--- src/hdl/hit_sort_and_group_buffer_top_assert.svh ---
`ifndef HIT_SORT_AND_GROUP_BUFFER_TOP_ASSERT_SVH
`define HIT_SORT_AND_GROUP_BUFFER_TOP_ASSERT_SVH

// same-cycle implication
`define HSG_ASSERT_IMP(lbl, clk, rstn, ante, cons, msg) \
  lbl: assert property (@(posedge clk) disable iff (!rstn) (ante) |-> (cons)) \
    else $error(msg);

// next-cycle implication
`define HSG_ASSERT_NXT(lbl, clk, rstn, ante, cons, msg) \
  lbl: assert property (@(posedge clk) disable iff (!rstn) (ante) |=> (cons)) \
    else $error(msg);

`endif

--- src/hdl/hsg_pkg.sv ---
package hsg_pkg;

  localparam int unsigned CapacityDefault = 256;

  typedef enum logic [2:0] {
    MODE_APPEND = 3'd0,
    MODE_SORT   = 3'd1,
    MODE_GROUP  = 3'd2,
    MODE_READ   = 3'd3,
    MODE_CLEAR  = 3'd4
  } mode_e;

  typedef enum logic [1:0] {
    STATUS_OK   = 2'd0,
    STATUS_FULL = 2'd1,
    STATUS_NONE = 2'd2
  } status_e;

  typedef enum logic [1:0] {
    CELL_HOLD,
    CELL_LOAD,
    CELL_ROTATE,
    CELL_SORT
  } cell_cmd_e;

  typedef enum logic [1:0] {
    ST_IDLE,
    ST_SORT,
    ST_GROUP,
    ST_READ
  } state_e;

  // key holds entity in the upper half, material in the lower half
  typedef struct packed {
    logic [63:0] key;
    logic [31:0] ray_id;
    logic [31:0] session_ray_id;
    logic [31:0] primitive_id;
    logic [31:0] u_bits;
    logic [31:0] v_bits;
    logic [7:0]  flags;
  } rec_t;

  typedef struct packed {
    cell_cmd_e cmd;
    logic      phase;
  } cell_ctrl_t;

  typedef struct packed {
    logic [31:0] out_ray_id;
    logic [31:0] out_session_ray_id;
    logic [31:0] out_material_id;
    logic [31:0] out_entity_id;
    logic [31:0] out_primitive_id;
    logic [31:0] out_u_bits;
    logic [31:0] out_v_bits;
    logic [7:0]  out_flags;
    logic [7:0]  group_first;
    logic [7:0]  group_final;
    status_e     status;
  } result_t;

endpackage

--- src/hdl/hsg_cell.sv ---
module hsg_cell #(
  parameter  int unsigned Capacity = hsg_pkg::CapacityDefault,
  parameter  int unsigned CellIdx  = 0,
  localparam int unsigned CntW     = $clog2(Capacity + 1)
) (
  input  logic                clk_i,
  input  hsg_pkg::cell_ctrl_t ctrl_i,
  input  logic [CntW-1:0]     fill_i,
  input  hsg_pkg::rec_t       load_i,
  input  hsg_pkg::rec_t       left_i,
  input  hsg_pkg::rec_t       right_i,
  output hsg_pkg::rec_t       rec_o
);

  localparam logic [CntW-1:0] IdxSelf = CntW'(CellIdx);
  localparam logic [CntW-1:0] IdxNext = CntW'(CellIdx + 1);
  localparam bit              CellOdd = (CellIdx % 2) == 1;
  localparam bit              HasLeft = CellIdx > 0;

  hsg_pkg::rec_t rec_q, rec_d;
  logic          is_left;
  logic          swap_right;
  logic          swap_left;

  always_comb begin
    is_left    = (ctrl_i.phase == CellOdd);
    swap_right = is_left && (IdxNext < fill_i) && (rec_q.key > right_i.key);
    swap_left  = !is_left && HasLeft && (IdxSelf < fill_i) && (left_i.key > rec_q.key);
    rec_d      = rec_q;
    unique case (ctrl_i.cmd)
      hsg_pkg::CELL_HOLD: begin
        rec_d = rec_q;
      end
      hsg_pkg::CELL_LOAD: begin
        if (fill_i == IdxSelf) rec_d = load_i;
      end
      hsg_pkg::CELL_ROTATE: begin
        rec_d = right_i;
      end
      hsg_pkg::CELL_SORT: begin
        if (swap_right) begin
          rec_d = right_i;
        end else if (swap_left) begin
          rec_d = left_i;
        end
      end
      default: begin
        rec_d = rec_q;
      end
    endcase
  end

  always_ff @(posedge clk_i) begin
    rec_q <= rec_d;
  end

  assign rec_o = rec_q;

endmodule

--- config.mk ---
export PLATFORM = sky130hd
export DESIGN_NAME = hsg_cell
export DESIGN_NICKNAME = d
export VERILOG_FILES = /design/src/hdl/hit_sort_and_group_buffer_top_assert.svh /design/src/hdl/hsg_pkg.sv /design/src/hdl/hsg_cell.sv
export SDC_FILE = /design/constraint.sdc
export NUM_CORES = 1
export LEC_CHECK = 0
export BUFFER_PORTS_ARGS = -buffer_cell sky130_fd_sc_hd__buf_2
export CAP_MARGIN = 20
export CORE_AREA = 2 2 366 368
export DETAILED_ROUTE_END_ITERATION = 6
export DIE_AREA = 0 0 368 370
export SYNTH_ARGS = -nofsm -noshare
export SYNTH_HDL_FRONTEND = slang
export SYNTH_SLANG_ARGS = --single-unit
--- constraint.sdc ---
create_clock -name clk_i -period 16.19 [get_ports clk_i]
set_clock_uncertainty 0.05 [all_clocks]
set_input_delay 0.8095 -clock clk_i [delete_from_list [all_inputs] [get_ports clk_i]]
set_output_delay 0.8095 -clock clk_i [all_outputs]
set_load 0.02 [all_outputs]
## Word-level counts from Yosys, hierarchy flattened

Cells that the tools add are included.

- $add $sub $neg: 0
- $mul: 0
- Divide/modulo/power cells: 0
- Order comparisons: 2
- Eq/ne operators: 5
- Shift operators: 0
- Muxes and demuxes: 3
- Bitwise logic cells: 2
- Reductions and logical operators: 5

Operators by type and width:

| cell | number |
|---|---|
| 232-bit one-hot mux with 3 select lines | 1 |
| 232-bit 2-to-1 mux | 2 |
| 64-bit > comparator | 1 |
| 9-bit logical NOT | 1 |
| 1-bit by 9-bit < comparator with 1-bit output, first input constant | 1 |
| 2-bit equality test, second input constant | 2 |
| 2-bit != test, second input constant | 2 |
| 3-bit AND reduction | 1 |
| 2-bit by 1-bit equality test with 1-bit output, second input constant | 1 |
| 1-bit logical AND | 2 |
| 2-bit logical NOT | 1 |
| 1-bit inverter | 2 |

- Bits in registers: 232
- Latch bits: 0
- Bits in writable memories: 0
- ROM bits: 0
- Bits of input ports: 709
- Memories: 0

## Logic depth before layout (Yosys ltp)

- Depth after elaboration: 5
- Gate-level depth with buffers: 8
- Depth with buffers taken out: 8

## Least setup slack after synthesis

OpenSTA, ideal clock, no wires.

- Path kind: in2reg
- From: in right_i[229] (netlist name)
- To: reg rec_q, in the netlist rec_o[0] (enable)
- Arrival time: 13.515 ns
- Setup slack: 1.703 ns
- Cell stages on the path: 8
- Buffers on the path: 0
- Cell sequence: inv_1 -> ha_1 -> nand4_2 -> nor4_2 -> nand3_1 -> o21ba_1 -> nor3_1 -> a22oi_1

- Word-level cells in the longest chain between the ends: 4

RTL lines:

| element | RTL line | RTL |
|---|---|---|
| start, declared | hsg_cell.sv:11 | `input hsg_pkg::rec_t right_i,` |
| 64-bit > comparator | hsg_cell.sv:27 | `swap_right = is_left && (IdxNext < fill_i) && (rec_q.key > right_i.key);` |
| 1-bit logical AND | hsg_cell.sv:27 |  |
| 2-bit != test (no source line) | n/a |  |
| 3-bit AND reduction (no source line) | n/a |  |
| end signal, assigned | hsg_cell.sv:54 | `rec_q <= rec_d;` |
| end, declared | hsg_cell.sv:20 | `hsg_pkg::rec_t rec_q, rec_d;` |

Every way passes these cells.
A chain may end at the register's enable or synchronous reset.

## Worst setup path after layout

- From: reg rec_q, in the netlist rec_o[182]
- To: reg rec_q, in the netlist rec_o[114] (enable)

- Word-level cells in the longest chain between the ends: 4

RTL lines:

| element | RTL line |
|---|---|
| 64-bit > comparator | hsg_cell.sv:27 |
| 1-bit logical AND | hsg_cell.sv:27 |
| 2-bit != test (no source line) | n/a |
| 3-bit AND reduction (no source line) | n/a |

Every way passes these cells.

==> metrics <==
status=completed; CP Class=register to register; clock transition at the registers of the reported paths=0.06 ns; Max stage delay on crit path=0.78 ns; layout cells sized above 1=67.9%; RSZ-0062 raised after global routing=false; synth unique cells=34; total power=1.79 mW; # IOs=941; initial antenna violation count=149; CP Cell Sequence=ha_1 -> nand4_1 -> a21oi_1 -> or4b_1 -> a32oi_1 -> a22oi_2 -> buf_4 -> buf_4 -> buf_4; adder-cell share of the synthesized area=7.03%; hold_ws=0.420 ns; met2 wire len=34600 um; post-DP HPWL=70600 um; Worst path most repeated cell=buf_4; Largest register FFs=232; WP data required=16.40 ns; Routed Antenna Nets=0; Synth Warn #=0; Worst Hold Launch=load_i[88]; Final setup violation count=0; commonest non-fill, non-tap cell in the layout=buf_2; Critical R2R Capture=rec_o[114]$_DFFE_PP_; Avg Inst Size Synth=15.6 um2; Area Overhead vs Synth=59.7%; Max Cap Viol=0; sequential area share after synthesis=61.1%; post-synthesis mux area share=22.9%; nets@finish=2227; post-synthesis simple-gate area fraction=2.68%; row count=134; Post-Synthesis Cells=730; DIE HEIGHT=370 um; WL per Instance=24.3 um; First-pass DRT Iterations=4; syn_nets=1503; Skew-Pair Late Insertion Delay=0.64 ns; DR iter-0 viols=531; wire length on met3=12400 um; top layer in use=met5; Die Wd=368 um; CP max stage cell=buf_4; GRT Total Usage=11.0%; CP max FO=64; design area=18200 um2; clock buffer count from CTS=31; # fillers=15082; hold path depth=2; fin crit share=34.2%; WHS Endpoint=rec_o[88]$_DFFE_PP_; Final Max Tran Viols=0; Fin Setup TNS=0 ns; minimum clock period=5.54 ns; Post-CTS Resized=0; clock sinks=232; Max Clk Rate=0.180 GHz; total wire length=79300 um; Buffers & Inverters on Critical Path=3; Vias/cell=3.06; Slew @ Worst Pin=0.930 ns; reg2reg start=rec_o[182]$_DFFE_PP_; CP arrival=5.75 ns; clk buf depth=3; final hold vios=0; fin worst setup slack=10.65 ns; PortBufs=708; CTS H-tree depth=1; area of the multi-input gates=4050 um2; P_leak=7.50 nW; Post-Syn Area=11400 um2; Hold-fix buffers, CTS=0; Setup crit end kind=register; PD cells=98.5 nW/um2; pre-CTS WS=9.76 ns; Initial Utilization=8.60%; Reg area=6970 um2; Synth Area in XOR/XNOR=0%; WL met1=28400 um; Slew Limit Headroom=38.0%; die area=136000 um2; largest family of logic cells by synthesized area=multiplexers; # DRC=0; CTS root buf=clkbuf_16; #FFs+latches synth=232; R2R depth=9; Placer Congestion=0.876; worst min path class=input pin to register; most frequent cells in the layout=buf_2, mux2_2, edfxtp_1, inv_1, ha_1; r2r setup slk=10.65 ns; Core Region=132000 um2; first-pass GRT wire length=96200 um; Worst setup SP type=register; setup bufs post-CTS=0; Placed Area=17100 um2; Crit path max-delay family=buffers and inverters; vias in the first global route=9595; GRT Residual Overflow=0; largest net degree at the start of global routing=65; TritonCTS clock tree=built; Peak VDD IR=0.108 mV; detailed-route via count=9960; Synth Area in Compound Gates=2.87%
## report_power, final
part           leakage [nW]  switching, mW  total [mW]  internal [mW]
registers              2.17         0.0165       0.742          0.725
logic                  4.81          0.189       0.319          0.129
clock network         0.514          0.298       0.731          0.433
## stage by stage
step / instances / utilization (%)
6_report: 3257 / 13.7
4_1_cts: 3246 / 13.7
3_5_place_dp: 3189 / 12.9
2_1_floorplan: 730 / -
5_1_grt: 3248 / 13.7
3_3_place_gp: 3189 / 12.9
## Yosys cell counts
master	number	share of area (%)
nor3_1	4	0.18
clkbuf_1	1	0.033
nor2b_1	2	0.11
o21ai_0	8	0.35
a2111oi_1	1	0.088
edfxtp_1	232	61
ha_1	64	7.0
a32oi_1	2	0.15
o2111ai_1	1	0.077
nor4_2	1	0.11
nand3_1	6	0.26
o22ai_1	1	0.055
o21ba_1	1	0.088
o211ai_1	1	0.066
inv_1	68	2.2
mux2_2	232	23
nand4_2	3	0.33
nand3b_1	1	0.066
and4_1	1	0.077
o21a_1	1	0.066
a21o_1	4	0.26
nor2_1	5	0.16
a221oi_1	1	0.077
a22oi_1	1	0.066
a211oi_1	2	0.13
buf_2	23	1.0
nand2_1	17	0.56
buf_1	2	0.066
nand4_1	8	0.44
nor4_1	4	0.22
nor2b_2	1	0.077
a21oi_1	29	1.3
o211ai_2	1	0.11
or4b_1	1	0.088
## final cells by class
type / count / area share, %
Sequential cell: 232 / 38.3
Multi-Input combinational cell: 404 / 22.3
Timing Repair Buffer: 717 / 19.9
Tap cell: 1768 / 12.2
Clock buffer: 36 / 4.37
Clock inverter: 21 / 1.44
Inverter: 68 / 1.40
Antenna cell: 11 / 0.151
## per-layer routing
layer  GRT usage (%)  up-vias
li1                -     4271
met1            11.7     4483
met2            17.9      805
met3            7.53      301
met4            2.53      100
met5               0        -
## cells by family after synthesis
group | after synthesis
mux | 232
flops | 232
buf+inv | 94
fa+ha+maj | 64
compound gates | 54
simple gates | 54
## how the worst max path moves through the flow
stage	from	end	slack [ns]	cells after the start
after CTS	rec_o[182]$_DFFE_PP_	rec_o[114]$_DFFE_PP_	10.23	9
after global placement	right_i[182]	rec_o[144]$_DFFE_PP_	9.76	11
after global routing	rec_o[182]$_DFFE_PP_	rec_o[114]$_DFFE_PP_	9.93	9
after detailed placement	right_i[182]	rec_o[152]$_DFFE_PP_	9.76	11
after floorplan	right_i[229]	rec_o[0]$_DFFE_PP_	1.70	8
final	rec_o[182]$_DFFE_PP_	rec_o[114]$_DFFE_PP_	10.65	9
No activity file was read; power rests on OpenSTA's default activity.
