`config.mk`:
```
export PLATFORM = sky130hd
export DESIGN_NAME = hsg_ctrl_flat
export DESIGN_NICKNAME = d
export VERILOG_FILES = /design/src/hdl/hsg_pkg.sv /design/src/hdl/hsg_if.sv /design/src/hdl/hsg_ctrl.sv /design/src/flat_wrapper.sv
export VERILOG_INCLUDE_DIRS = /design/src /design/src/hdl
export SDC_FILE = /design/constraint.sdc
export NUM_CORES = 1
export LEC_CHECK = 0
export BUFFER_PORTS_ARGS = -buffer_cell sky130_fd_sc_hd__buf_2
export CORE_AREA = 10 10 374 376
export DETAILED_ROUTE_END_ITERATION = 12
export DIE_AREA = 0 0 384 386
export PLACE_DENSITY = 0.41
export SLEW_MARGIN = 25
export SYNTH_ARGS = -nofsm -noshare
export SYNTH_HDL_FRONTEND = slang
export SYNTH_SLANG_ARGS = --single-unit
```
`constraint.sdc`:
```
create_clock -name clk_i -period 21.6 [get_ports clk_i]
set_input_delay 5.4 -clock clk_i [delete_from_list [all_inputs] [get_ports clk_i]]
set_output_delay 5.4 -clock clk_i [all_outputs]
set_load 0.005 [all_outputs]
```
`src/hdl/hit_sort_and_group_buffer_top_assert.svh`:
```
`ifndef HIT_SORT_AND_GROUP_BUFFER_TOP_ASSERT_SVH
`define HIT_SORT_AND_GROUP_BUFFER_TOP_ASSERT_SVH

// same-cycle implication
`define HSG_ASSERT_IMP(lbl, clk, rstn, ante, cons, msg) \
  lbl: assert property (@(posedge clk) disable iff (!rstn) (ante) |-> (cons)) \
    else $error(msg);

// next-cycle implication
`define HSG_ASSERT_NXT(lbl, clk, rstn, ante, cons, msg) \
  lbl: assert property (@(posedge clk) disable iff (!rstn) (ante) |=> (cons)) \
    else $error(msg);

`endif

```
`src/hdl/hsg_pkg.sv`:
```
package hsg_pkg;

  localparam int unsigned CapacityDefault = 256;

  typedef enum logic [2:0] {
    MODE_APPEND = 3'd0,
    MODE_SORT   = 3'd1,
    MODE_GROUP  = 3'd2,
    MODE_READ   = 3'd3,
    MODE_CLEAR  = 3'd4
  } mode_e;

  typedef enum logic [1:0] {
    STATUS_OK   = 2'd0,
    STATUS_FULL = 2'd1,
    STATUS_NONE = 2'd2
  } status_e;

  typedef enum logic [1:0] {
    CELL_HOLD,
    CELL_LOAD,
    CELL_ROTATE,
    CELL_SORT
  } cell_cmd_e;

  typedef enum logic [1:0] {
    ST_IDLE,
    ST_SORT,
    ST_GROUP,
    ST_READ
  } state_e;

  // key holds entity in the upper half, material in the lower half
  typedef struct packed {
    logic [63:0] key;
    logic [31:0] ray_id;
    logic [31:0] session_ray_id;
    logic [31:0] primitive_id;
    logic [31:0] u_bits;
    logic [31:0] v_bits;
    logic [7:0]  flags;
  } rec_t;

  typedef struct packed {
    cell_cmd_e cmd;
    logic      phase;
  } cell_ctrl_t;

  typedef struct packed {
    logic [31:0] out_ray_id;
    logic [31:0] out_session_ray_id;
    logic [31:0] out_material_id;
    logic [31:0] out_entity_id;
    logic [31:0] out_primitive_id;
    logic [31:0] out_u_bits;
    logic [31:0] out_v_bits;
    logic [7:0]  out_flags;
    logic [7:0]  group_first;
    logic [7:0]  group_final;
    status_e     status;
  } result_t;

endpackage

```
`src/hdl/hsg_if.sv`:
```
interface hsg_in_if;
  logic        valid;
  logic        ready;
  logic [2:0]  mode;
  logic [31:0] ray_id;
  logic [31:0] session_ray_id;
  logic [31:0] material_id;
  logic [31:0] entity_id;
  logic [31:0] primitive_id;
  logic [31:0] u_bits;
  logic [31:0] v_bits;
  logic [7:0]  hit_flags;
  logic [7:0]  entry_index;

  modport source (
    output valid, mode, ray_id, session_ray_id, material_id, entity_id, primitive_id,
    output u_bits, v_bits, hit_flags, entry_index,
    input  ready
  );

  modport sink (
    input  valid, mode, ray_id, session_ray_id, material_id, entity_id, primitive_id,
    input  u_bits, v_bits, hit_flags, entry_index,
    output ready
  );
endinterface

interface hsg_out_if;
  logic        valid;
  logic        ready;
  logic [31:0] out_ray_id;
  logic [31:0] out_session_ray_id;
  logic [31:0] out_material_id;
  logic [31:0] out_entity_id;
  logic [31:0] out_primitive_id;
  logic [31:0] out_u_bits;
  logic [31:0] out_v_bits;
  logic [7:0]  out_flags;
  logic [7:0]  group_first;
  logic [7:0]  group_final;
  logic [1:0]  status;

  modport source (
    output valid, out_ray_id, out_session_ray_id, out_material_id, out_entity_id,
    output out_primitive_id, out_u_bits, out_v_bits, out_flags, group_first,
    output group_final, status,
    input  ready
  );

  modport sink (
    input  valid, out_ray_id, out_session_ray_id, out_material_id, out_entity_id,
    input  out_primitive_id, out_u_bits, out_v_bits, out_flags, group_first,
    input  group_final, status,
    output ready
  );
endinterface

```
`src/hdl/hsg_ctrl.sv`:
```
`include "hit_sort_and_group_buffer_top_assert.svh"

module hsg_ctrl #(
  parameter  int unsigned Capacity = hsg_pkg::CapacityDefault,
  localparam int unsigned CntW     = $clog2(Capacity + 1),
  localparam int unsigned StepW    = $clog2(Capacity)
) (
  input  logic                clk_i,
  input  logic                rst_ni,
  hsg_in_if.sink              in_i,
  hsg_out_if.source           out_o,
  input  hsg_pkg::rec_t       head_i,
  output hsg_pkg::cell_ctrl_t cell_ctrl_o,
  output hsg_pkg::rec_t       load_o,
  output logic [CntW-1:0]     fill_o
);

  localparam int unsigned      CmpW     = (CntW > 8) ? CntW : 8;
  localparam logic [StepW-1:0] StepLast = StepW'(Capacity - 1);
  localparam logic [CntW-1:0]  Full     = CntW'(Capacity);

  hsg_pkg::state_e  state_q, state_d;
  hsg_pkg::result_t res_q, res_d;
  logic [CntW-1:0]  fill_q, fill_d;
  logic [CntW-1:0]  cursor_q, cursor_d;
  logic [StepW-1:0] step_q, step_d;
  logic             out_valid_q, out_valid_d;
  logic [63:0]      gkey_q, gkey_d;
  logic [StepW-1:0] gfirst_q, gfirst_d;
  logic [StepW-1:0] glast_q, glast_d;
  logic             gactive_q, gactive_d;
  logic [7:0]       ridx_q, ridx_d;

  logic             in_ready;
  logic             accept;
  logic             append_ok;
  logic             last_step;
  logic             group_ok;
  logic             read_ok;
  logic [CntW-1:0]  step_cnt;

  assign in_ready  = (state_q == hsg_pkg::ST_IDLE) && (!out_valid_q || out_o.ready);
  assign accept    = in_i.valid && in_ready;
  assign last_step = (step_q == StepLast);
  assign group_ok  = (cursor_q < fill_q);
  assign read_ok   = (CmpW'(in_i.entry_index) < CmpW'(fill_q));
  assign step_cnt  = CntW'(step_q);

  always_comb begin
    state_d = state_q;
    unique case (state_q)
      hsg_pkg::ST_IDLE: begin
        if (accept) begin
          unique case (in_i.mode)
            hsg_pkg::MODE_SORT:  state_d = hsg_pkg::ST_SORT;
            hsg_pkg::MODE_GROUP: if (group_ok) state_d = hsg_pkg::ST_GROUP;
            hsg_pkg::MODE_READ:  if (read_ok) state_d = hsg_pkg::ST_READ;
            default:             state_d = hsg_pkg::ST_IDLE;
          endcase
        end
      end
      hsg_pkg::ST_SORT, hsg_pkg::ST_GROUP, hsg_pkg::ST_READ: begin
        if (last_step) state_d = hsg_pkg::ST_IDLE;
      end
      default: state_d = hsg_pkg::ST_IDLE;
    endcase
  end

  always_comb begin
    fill_d      = fill_q;
    cursor_d    = cursor_q;
    step_d      = step_q;
    out_valid_d = out_valid_q && !out_o.ready;
    res_d       = res_q;
    gkey_d      = gkey_q;
    gfirst_d    = gfirst_q;
    glast_d     = glast_q;
    gactive_d   = gactive_q;
    ridx_d      = ridx_q;
    append_ok   = 1'b0;

    cell_ctrl_o.cmd   = hsg_pkg::CELL_HOLD;
    cell_ctrl_o.phase = step_q[0];

    load_o.key            = {in_i.entity_id, in_i.material_id};
    load_o.ray_id         = in_i.ray_id;
    load_o.session_ray_id = in_i.session_ray_id;
    load_o.primitive_id   = in_i.primitive_id;
    load_o.u_bits         = in_i.u_bits;
    load_o.v_bits         = in_i.v_bits;
    load_o.flags          = in_i.hit_flags;

    unique case (state_q)
      hsg_pkg::ST_IDLE: begin
        if (accept) begin
          res_d = '0;
          unique case (in_i.mode)
            hsg_pkg::MODE_APPEND: begin
              if (fill_q == Full) begin
                res_d.status = hsg_pkg::STATUS_FULL;
              end else begin
                append_ok       = 1'b1;
                cell_ctrl_o.cmd = hsg_pkg::CELL_LOAD;
                fill_d          = fill_q + CntW'(1);
              end
              out_valid_d = 1'b1;
            end
            hsg_pkg::MODE_SORT: begin
              step_d = '0;
            end
            hsg_pkg::MODE_GROUP: begin
              if (group_ok) begin
                gactive_d = 1'b0;
              end else begin
                res_d.status = hsg_pkg::STATUS_NONE;
                out_valid_d  = 1'b1;
              end
            end
            hsg_pkg::MODE_READ: begin
              if (read_ok) begin
                ridx_d = in_i.entry_index;
              end else begin
                res_d.status = hsg_pkg::STATUS_NONE;
                out_valid_d  = 1'b1;
              end
            end
            hsg_pkg::MODE_CLEAR: begin
              fill_d      = '0;
              cursor_d    = '0;
              out_valid_d = 1'b1;
            end
            default: begin
              out_valid_d = 1'b1;
            end
          endcase
        end
      end
      hsg_pkg::ST_SORT: begin
        cell_ctrl_o.cmd = hsg_pkg::CELL_SORT;
        step_d          = last_step ? '0 : step_q + StepW'(1);
        if (last_step) begin
          res_d       = '0;
          cursor_d    = '0;
          out_valid_d = 1'b1;
        end
      end
      hsg_pkg::ST_GROUP: begin
        cell_ctrl_o.cmd = hsg_pkg::CELL_ROTATE;
        step_d          = last_step ? '0 : step_q + StepW'(1);
        if (step_cnt == cursor_q) begin
          gkey_d    = head_i.key;
          gfirst_d  = step_q;
          glast_d   = step_q;
          gactive_d = 1'b1;
        end else if (gactive_q) begin
          if ((step_cnt < fill_q) && (head_i.key == gkey_q)) begin
            glast_d = step_q;
          end else begin
            gactive_d = 1'b0;
          end
        end
        if (last_step) begin
          res_d                 = '0;
          res_d.out_entity_id   = gkey_d[63:32];
          res_d.out_material_id = gkey_d[31:0];
          res_d.group_first     = 8'(gfirst_d);
          res_d.group_final     = 8'(glast_d);
          cursor_d              = CntW'(glast_d) + CntW'(1);
          out_valid_d           = 1'b1;
        end
      end
      hsg_pkg::ST_READ: begin
        cell_ctrl_o.cmd = hsg_pkg::CELL_ROTATE;
        step_d          = last_step ? '0 : step_q + StepW'(1);
        if (CmpW'(step_q) == CmpW'(ridx_q)) begin
          res_d                    = '0;
          res_d.out_ray_id         = head_i.ray_id;
          res_d.out_session_ray_id = head_i.session_ray_id;
          res_d.out_entity_id      = head_i.key[63:32];
          res_d.out_material_id    = head_i.key[31:0];
          res_d.out_primitive_id   = head_i.primitive_id;
          res_d.out_u_bits         = head_i.u_bits;
          res_d.out_v_bits         = head_i.v_bits;
          res_d.out_flags          = head_i.flags;
        end
        if (last_step) out_valid_d = 1'b1;
      end
      default: begin
        step_d = '0;
      end
    endcase
  end

  always_ff @(posedge clk_i or negedge rst_ni) begin
    if (!rst_ni) begin
      state_q     <= hsg_pkg::ST_IDLE;
      fill_q      <= '0;
      cursor_q    <= '0;
      step_q      <= '0;
      out_valid_q <= 1'b0;
      gactive_q   <= 1'b0;
    end else begin
      state_q     <= state_d;
      fill_q      <= fill_d;
      cursor_q    <= cursor_d;
      step_q      <= step_d;
      out_valid_q <= out_valid_d;
      gactive_q   <= gactive_d;
    end
  end

  always_ff @(posedge clk_i) begin
    res_q    <= res_d;
    gkey_q   <= gkey_d;
    gfirst_q <= gfirst_d;
    glast_q  <= glast_d;
    ridx_q   <= ridx_d;
  end

  assign fill_o                   = fill_q;
  assign in_i.ready               = in_ready;
  assign out_o.valid              = out_valid_q;
  assign out_o.out_ray_id         = res_q.out_ray_id;
  assign out_o.out_session_ray_id = res_q.out_session_ray_id;
  assign out_o.out_material_id    = res_q.out_material_id;
  assign out_o.out_entity_id      = res_q.out_entity_id;
  assign out_o.out_primitive_id   = res_q.out_primitive_id;
  assign out_o.out_u_bits         = res_q.out_u_bits;
  assign out_o.out_v_bits         = res_q.out_v_bits;
  assign out_o.out_flags          = res_q.out_flags;
  assign out_o.group_first        = res_q.group_first;
  assign out_o.group_final        = res_q.group_final;
  assign out_o.status             = res_q.status;

  `HSG_ASSERT_IMP(a_fill_cap, clk_i, rst_ni, 1'b1, fill_q <= Full, "fill count above capacity")
  `HSG_ASSERT_IMP(a_cursor_fill, clk_i, rst_ni, 1'b1, cursor_q <= fill_q, "group cursor past fill")
  `HSG_ASSERT_NXT(a_busy_done, clk_i, rst_ni, state_q != hsg_pkg::ST_IDLE && last_step, out_valid_q, "no result after ring pass")
  `HSG_ASSERT_NXT(a_append_grow, clk_i, rst_ni, append_ok, fill_q == $past(fill_q) + CntW'(1), "append did not advance fill")

endmodule

```
`src/flat_wrapper.sv`:
```
// flat-port wrapper written by rule: the top's interface ports become plain ports
module hsg_ctrl_flat 
#(
  parameter  int unsigned Capacity = hsg_pkg::CapacityDefault,
  localparam int unsigned CntW     = $clog2(Capacity + 1),
  localparam int unsigned StepW    = $clog2(Capacity)
)
  (clk_i, rst_ni, head_i, cell_ctrl_o, load_o, fill_o, in_i_valid, in_i_mode, in_i_ray_id, in_i_session_ray_id, in_i_material_id, in_i_entity_id, in_i_primitive_id, in_i_u_bits, in_i_v_bits, in_i_hit_flags, in_i_entry_index, in_i_ready, out_o_valid, out_o_out_ray_id, out_o_out_session_ray_id, out_o_out_material_id, out_o_out_entity_id, out_o_out_primitive_id, out_o_out_u_bits, out_o_out_v_bits, out_o_out_flags, out_o_group_first, out_o_group_final, out_o_status, out_o_ready);
  hsg_in_if in_i_i ();
  hsg_out_if out_o_i ();
  input  logic clk_i;
  input  logic rst_ni;
  input  hsg_pkg::rec_t head_i;
  output hsg_pkg::cell_ctrl_t cell_ctrl_o;
  output hsg_pkg::rec_t load_o;
  output logic [CntW-1:0] fill_o;
  input wire logic [$bits(in_i_i.valid)-1:0] in_i_valid;
  input wire logic [$bits(in_i_i.mode)-1:0] in_i_mode;
  input wire logic [$bits(in_i_i.ray_id)-1:0] in_i_ray_id;
  input wire logic [$bits(in_i_i.session_ray_id)-1:0] in_i_session_ray_id;
  input wire logic [$bits(in_i_i.material_id)-1:0] in_i_material_id;
  input wire logic [$bits(in_i_i.entity_id)-1:0] in_i_entity_id;
  input wire logic [$bits(in_i_i.primitive_id)-1:0] in_i_primitive_id;
  input wire logic [$bits(in_i_i.u_bits)-1:0] in_i_u_bits;
  input wire logic [$bits(in_i_i.v_bits)-1:0] in_i_v_bits;
  input wire logic [$bits(in_i_i.hit_flags)-1:0] in_i_hit_flags;
  input wire logic [$bits(in_i_i.entry_index)-1:0] in_i_entry_index;
  output wire logic [$bits(in_i_i.ready)-1:0] in_i_ready;
  output wire logic [$bits(out_o_i.valid)-1:0] out_o_valid;
  output wire logic [$bits(out_o_i.out_ray_id)-1:0] out_o_out_ray_id;
  output wire logic [$bits(out_o_i.out_session_ray_id)-1:0] out_o_out_session_ray_id;
  output wire logic [$bits(out_o_i.out_material_id)-1:0] out_o_out_material_id;
  output wire logic [$bits(out_o_i.out_entity_id)-1:0] out_o_out_entity_id;
  output wire logic [$bits(out_o_i.out_primitive_id)-1:0] out_o_out_primitive_id;
  output wire logic [$bits(out_o_i.out_u_bits)-1:0] out_o_out_u_bits;
  output wire logic [$bits(out_o_i.out_v_bits)-1:0] out_o_out_v_bits;
  output wire logic [$bits(out_o_i.out_flags)-1:0] out_o_out_flags;
  output wire logic [$bits(out_o_i.group_first)-1:0] out_o_group_first;
  output wire logic [$bits(out_o_i.group_final)-1:0] out_o_group_final;
  output wire logic [$bits(out_o_i.status)-1:0] out_o_status;
  input wire logic [$bits(out_o_i.ready)-1:0] out_o_ready;
  assign in_i_i.valid = in_i_valid;
  assign in_i_i.mode = in_i_mode;
  assign in_i_i.ray_id = in_i_ray_id;
  assign in_i_i.session_ray_id = in_i_session_ray_id;
  assign in_i_i.material_id = in_i_material_id;
  assign in_i_i.entity_id = in_i_entity_id;
  assign in_i_i.primitive_id = in_i_primitive_id;
  assign in_i_i.u_bits = in_i_u_bits;
  assign in_i_i.v_bits = in_i_v_bits;
  assign in_i_i.hit_flags = in_i_hit_flags;
  assign in_i_i.entry_index = in_i_entry_index;
  assign in_i_ready = in_i_i.ready;
  assign out_o_valid = out_o_i.valid;
  assign out_o_out_ray_id = out_o_i.out_ray_id;
  assign out_o_out_session_ray_id = out_o_i.out_session_ray_id;
  assign out_o_out_material_id = out_o_i.out_material_id;
  assign out_o_out_entity_id = out_o_i.out_entity_id;
  assign out_o_out_primitive_id = out_o_i.out_primitive_id;
  assign out_o_out_u_bits = out_o_i.out_u_bits;
  assign out_o_out_v_bits = out_o_i.out_v_bits;
  assign out_o_out_flags = out_o_i.out_flags;
  assign out_o_group_first = out_o_i.group_first;
  assign out_o_group_final = out_o_i.group_final;
  assign out_o_status = out_o_i.status;
  assign out_o_i.ready = out_o_ready;
  hsg_ctrl #(.Capacity(Capacity)) u_core (.clk_i(clk_i), .rst_ni(rst_ni), .in_i(in_i_i), .out_o(out_o_i), .head_i(head_i), .cell_ctrl_o(cell_ctrl_o), .load_o(load_o), .fill_o(fill_o));
endmodule
```
# Word-level counts from Yosys, hierarchy flattened
# Index checks and enable logic that the tools add are counted.
[word_totals]
register_bits = 368
inputBits = 479
wordCells = 121
[op_classes]
addsub = 3
magnitude_cmp = 3
eq_ne = 24
n_mux = 49
n_reduce_logical = 21
[ops]
columns = ["cell", "count"]
rows = [
  ["$mux 250", 4],
  ["$pmux 250 s4", 1],
  ["$eq 64x64->1", 1],
  ["$mux 64", 1],
  ["$mux 8", 8],
  ["$mux 9", 5],
  ["$pmux 9 s3", 1],
  ["$reduce_and 4->1", 5],
  ["$lt 8x9->1", 2],
  ["$pmux 2 s3", 3],
  ["$pmux 9 s2", 1],
  ["$mux 2", 8],
  ["$pmux 8 s2", 1],
  ["$mux 1", 12],
  ["$ne 2x1->1 const B", 6],
  ["$add 8x1->9 const B", 1],
  ["$add 9x1->9 const B", 1],
  ["$eq 8x9->1", 1],
  ["$eq 9x9->1 const B", 1],
  ["$lt 9x9->1", 1],
  ["$add 8x1->8 const B", 1],
  ["$eq 8x8->1", 1],
  ["$eq 8x8->1 const B", 1],
  ["$ne 2x2->1 const B", 4],
  ["other kinds (20)", 29],
]

# Logic depth before layout (Yosys ltp)
[depth]
word_depth = 9
mapped_depth = 17

# Worst setup path before layout
# Ideal clock, no wire load.
[synth_path]
path_type = "input -> register"
from = "input port out_o_ready"
to = "register u_core.res_q (netlist bit u_core.out_o.group_final[0]) (enable)"
t_arrival_ns = 17.965
t_required_ns = 20.654
path_slack_ns = 2.689
path_stages = 6
path_cell_list = "nand2b_1 > and2_1 > nand2_1 > nand2_1 > nand2_1 > a21oi_1"
[synth_via]
elab_chain_cells = 5
[synth_rtl]
columns = ["item", "line", "rtl"]
rows = [
  ["start, declared", "flat_wrapper.sv:41", "input wire logic [$bits(out_o_i.ready)-1:0] out_o_ready;"],
  ["$logic_or 1x1->1", "hsg_ctrl.sv:42", "assign in_ready = (state_q == hsg_pkg::ST_IDLE) && (!out_valid_q || out_o.ready);"],
  ["$logic_and 1x1->1", "hsg_ctrl.sv:42", ""],
  ["net in_i_ready", "flat_wrapper.sv:28", "output wire logic [$bits(in_i_i.ready)-1:0] in_i_ready;"],
  ["$logic_and 1x1->1", "hsg_ctrl.sv:43", "assign accept = in_i.valid && in_ready;"],
  ["$ne 2x1->1 (no source line)", "n/a", ""],
  ["$reduce_and 4->1 (no source line)", "n/a", ""],
  ["end signal, assigned", "hsg_ctrl.sv:213", "res_q <= res_d;"],
  ["end, declared", "hsg_ctrl.sv:23", "hsg_pkg::result_t res_q, res_d;"],
]
# The timed path passes the listed nets, and every way through them passes these cells.
# A chain may end at the register's enable or synchronous reset.

==> results.json <==
{
  "status": "completed",
  "drt-initial-drc-count": 812,
  "async_flop_share": 0.0815,
  "grt_util_met1": 0.125,
  "grt_pass1_vias": 12700,
  "placed_cell_area_sq_um": 21300,
  "placed_cells": 3515,
  "clk_latency_ns": 0.62,
  "fin_crit_sh": 0.576,
  "overflow": 0,
  "cp-start-kind": "primary input",
  "syn2layout_area_growth_pct": 24.2,
  "die_area_sq_um": 148000,
  "design_area_sq_um": 23000,
  "drc": 0,
  "cts_resized": 0,
  "synth_area_sq_um": 18500,
  "syn_area_per_cell_sq_um": 12.1,
  "hold_viol_final": 0,
  "grt_setup_unrepaired": "no",
  "use_met3": 0.0581,
  "arrival_ns": 7.05,
  "hpwl_mm": 76.3,
  "path_cells": "buf_2 > nand2b_1 > and2_1 > nand2_1 > nor3_1 > nand2_1 > nor2_1 > mux2_2 > buf_2",
  "grt_usage": 0.120,
  "die_w_um": 384,
  "totalWireLength_mm": 94.4,
  "viasPerCell": 3.50,
  "h-tree-depth": 2,
  "drt_first_pass_iters": 5,
  "ys_ff_latch": 368,
  "drive_gt1_frac": 0.341,
  "seq_area_frac_synth": 0.589,
  "drtAntennaViolNets": 0,
  "ys.flop_type": "edfxtp_1",
  "fp.dieH_um": 386,
  "cts_tree": "done",
  "place.gp.congestion": 0.809,
  "met2_usage": 0.212,
  "slowest_delay_ns": 0.54,
  "hp-class": "reg2reg",
  "synth-edff-count": 338,
  "fillers": 14700,
  "vias": 12700,
  "cellPowerDensity_nw_per_um2": 73.6,
  "ir_drop_uv": 48.0,
  "top_usage_layer": "met2",
  "grt_max_degree": 140,
  "num_rows": 134,
  "cts_buffers": 51,
  "clock_path_buffers": 3,
  "fin_nets": 2310,
  "grt_pass1_wl_mm": 121,
  "holdBufCountCts": 0,
  "cts_setup_buffers": 0,
  "final_cells": 3623,
  "antenna_found_initial": 44,
  "finClkSkew_ns": 0.0147,
  "path_delay_family": "simple AND/OR/NAND/NOR gates",
  "total_leakage_power_uw": 0.00852,
  "setup-tns-final_ns": 0,
  "slew_headroom": 0.364,
  "synth_cells": 1532,
  "max_freq_mhz": 80.3,
  "ios": 975,
  "start_util": 0.140,
  "setup_violations": 0,
  "critPathBufInv": 2,
  "wire_per_inst_um": 26.1,
  "cap_violations": 0,
  "yosysWarnings": 0,
  "cts_root_buf": "clkbuf_16",
  "finalCriticalPeriod_ns": 12.45,
  "critPathCaptureType": "output port",
  "ys_types": 65,
  "coreArea_sq_um": 133000,
  "p_total_uw": 1690,
  "numPortBuffers": 510,
  "finalMaxSlewViolations": 0,
  "crit_type": "in2out",
  "syn-num-nets": 2042,
  "path_clk_slew_ns": 0.06,
  "crit_slowest_cell": "nor3_1",
  "cts.sink_count": 368,
  "worstMarginPinSlew_ns": 0.947,
  "cp_max_fo": 7,
  "required_ns": 16.20
}
-- layout make-up --
cell class / count / area [sq um] / area share
Clock inverter: 39 / 327 / 0.0142
Antenna cell: 12 / 30.0 / 0.00131
Clock buffer: 57 / 1340 / 0.0584
Tap cell: 1768 / 2210 / 0.0963
Sequential cell: 368 / 10900 / 0.474
Multi-Input combinational cell: 826 / 5390 / 0.235
Inverter: 30 / 113 / 0.00490
Timing Repair Buffer: 523 / 2660 / 0.116
-- cells in the final DEF (no fill, tap or decap), drive strengths merged, types with 25 or more instances in the layout --
master	count
nand2	221
edfxtp	338
nand4	25
buf	523
nor2	25
inv	37
a32o	66
xnor2	59
clkbuf	57
ha	31
dfrtp	30
o21ai	37
and2	172
-- path summary, 6_finish.rpt --
kind                                         startpoint  cells past startpoint  slack (ns)                                          end
max                                         out_o_ready                      9        9.15                               cell_ctrl_o[1]
min                        u_core.gfirst_q[0]$_DFFE_PP_                      2        0.54                 u_core.gfirst_q[0]$_DFFE_PP_
max reg2reg                u_core.step_q[2]$_DFFE_PN0P_                      9       16.21  u_core.out_o.out_primitive_id[19]$_DFFE_PP_
min reg2reg                u_core.gfirst_q[0]$_DFFE_PP_                      2        0.54                 u_core.gfirst_q[0]$_DFFE_PP_
max in group asynchronous                        rst_ni                      1       16.22                 u_core.gactive_q$_DFFE_PN0P_
min in group asynchronous                        rst_ni                      1        4.86                 u_core.out_o.valid$_DFF_PN0_
-- routing by layer --
metal	part of all wire	wire length, um
met5	0.0033	310
met2	0.52	48800
met4	0.026	2430
met3	0.11	10000
met1	0.35	32900
-- where the power goes --
| group | leakage, uW | internal, uW | total, uW | switching [uW] |
|---|---|---|---|---|
| sequential | 0.00316 | 774 | 775 | 0.0310 |
| clock | 0.000815 | 497 | 853 | 356 |
| combinational | 0.00454 | 33.1 | 63.5 | 30.4 |
| total | 0.00852 | 1300 | 1690 | 386 |
-- synth_stat cells, types with 3 or more instances --
cell / n / share of area
a32o_1: 66 / 0.036
clkbuf_1: 48 / 0.0097
nand4_1: 25 / 0.0085
mux2_4: 5 / 0.0041
clkbuf_8: 3 / 0.0022
nand2b_1: 15 / 0.0051
and3_1: 9 / 0.0030
buf_4: 239 / 0.097
edfxtp_1: 338 / 0.55
nor2b_1: 20 / 0.0068
xor2_1: 22 / 0.010
a31oi_1: 5 / 0.0017
o2111ai_1: 4 / 0.0019
a21o_1: 6 / 0.0024
mux2_2: 3 / 0.0018
dfrtp_1: 30 / 0.041
o22ai_1: 6 / 0.0020
nand2_1: 221 / 0.045
buf_6: 3 / 0.0018
nor3_1: 7 / 0.0019
nor4_1: 10 / 0.0034
nor2_1: 24 / 0.0049
o31ai_1: 3 / 0.0012
ha_1: 31 / 0.021
and2_1: 172 / 0.058
mux2i_1: 6 / 0.0032
o21a_1: 4 / 0.0016
a21oi_1: 14 / 0.0038
o21ai_0: 35 / 0.0095
buf_2: 12 / 0.0032
nand3_1: 13 / 0.0035
a22o_1: 4 / 0.0019
xnor2_1: 59 / 0.028
inv_1: 28 / 0.0057
-- cell families (layout without fill, tap and decap cells) --
group           after synthesis  after routing  synth area share
compound gates              165            165            0.0710
fa+ha+maj                    31             31            0.0210
xor+xnor                     81             81            0.0383
mux                          14             14           0.00913
simple gates                535            535             0.149
buf+inv                     338            649             0.122
other cells                   0             12                 0
flops                       368            368             0.589
-- registers in the layout, indices dropped and copies added (netlist names), 9 cells and up --
signal,cells
u_core.out_o.out_ray_id,32
u_core.gkey_q,64
u_core.out_o.out_material_id,32
u_core.out_o.out_session_ray_id,32
u_core.out_o.out_v_bits,32
u_core.out_o.out_entity_id,32
u_core.cursor_q,9
u_core.out_o.out_primitive_id,32
u_core.out_o.out_u_bits,32
u_core.fill_o,9
-- tightest hold or removal path, cell delays in order (launching register included) --
cell      delay, ns
edfxtp_1       0.32
nand2_1        0.05
nand2_1        0.07
-- per-stage QoR --
stage	worst slack, ns	utilization	hold WS (ns)
2_1_floorplan	2.69	-	0.481
3_3_place_gp	9.19	0.160	0.524
3_5_place_dp	9.20	0.160	0.531
4_1_cts	9.19	0.173	0.545
5_1_grt	8.98	0.173	0.565
6_report	9.15	0.173	0.542
Power figures use the tool's default switching activity.
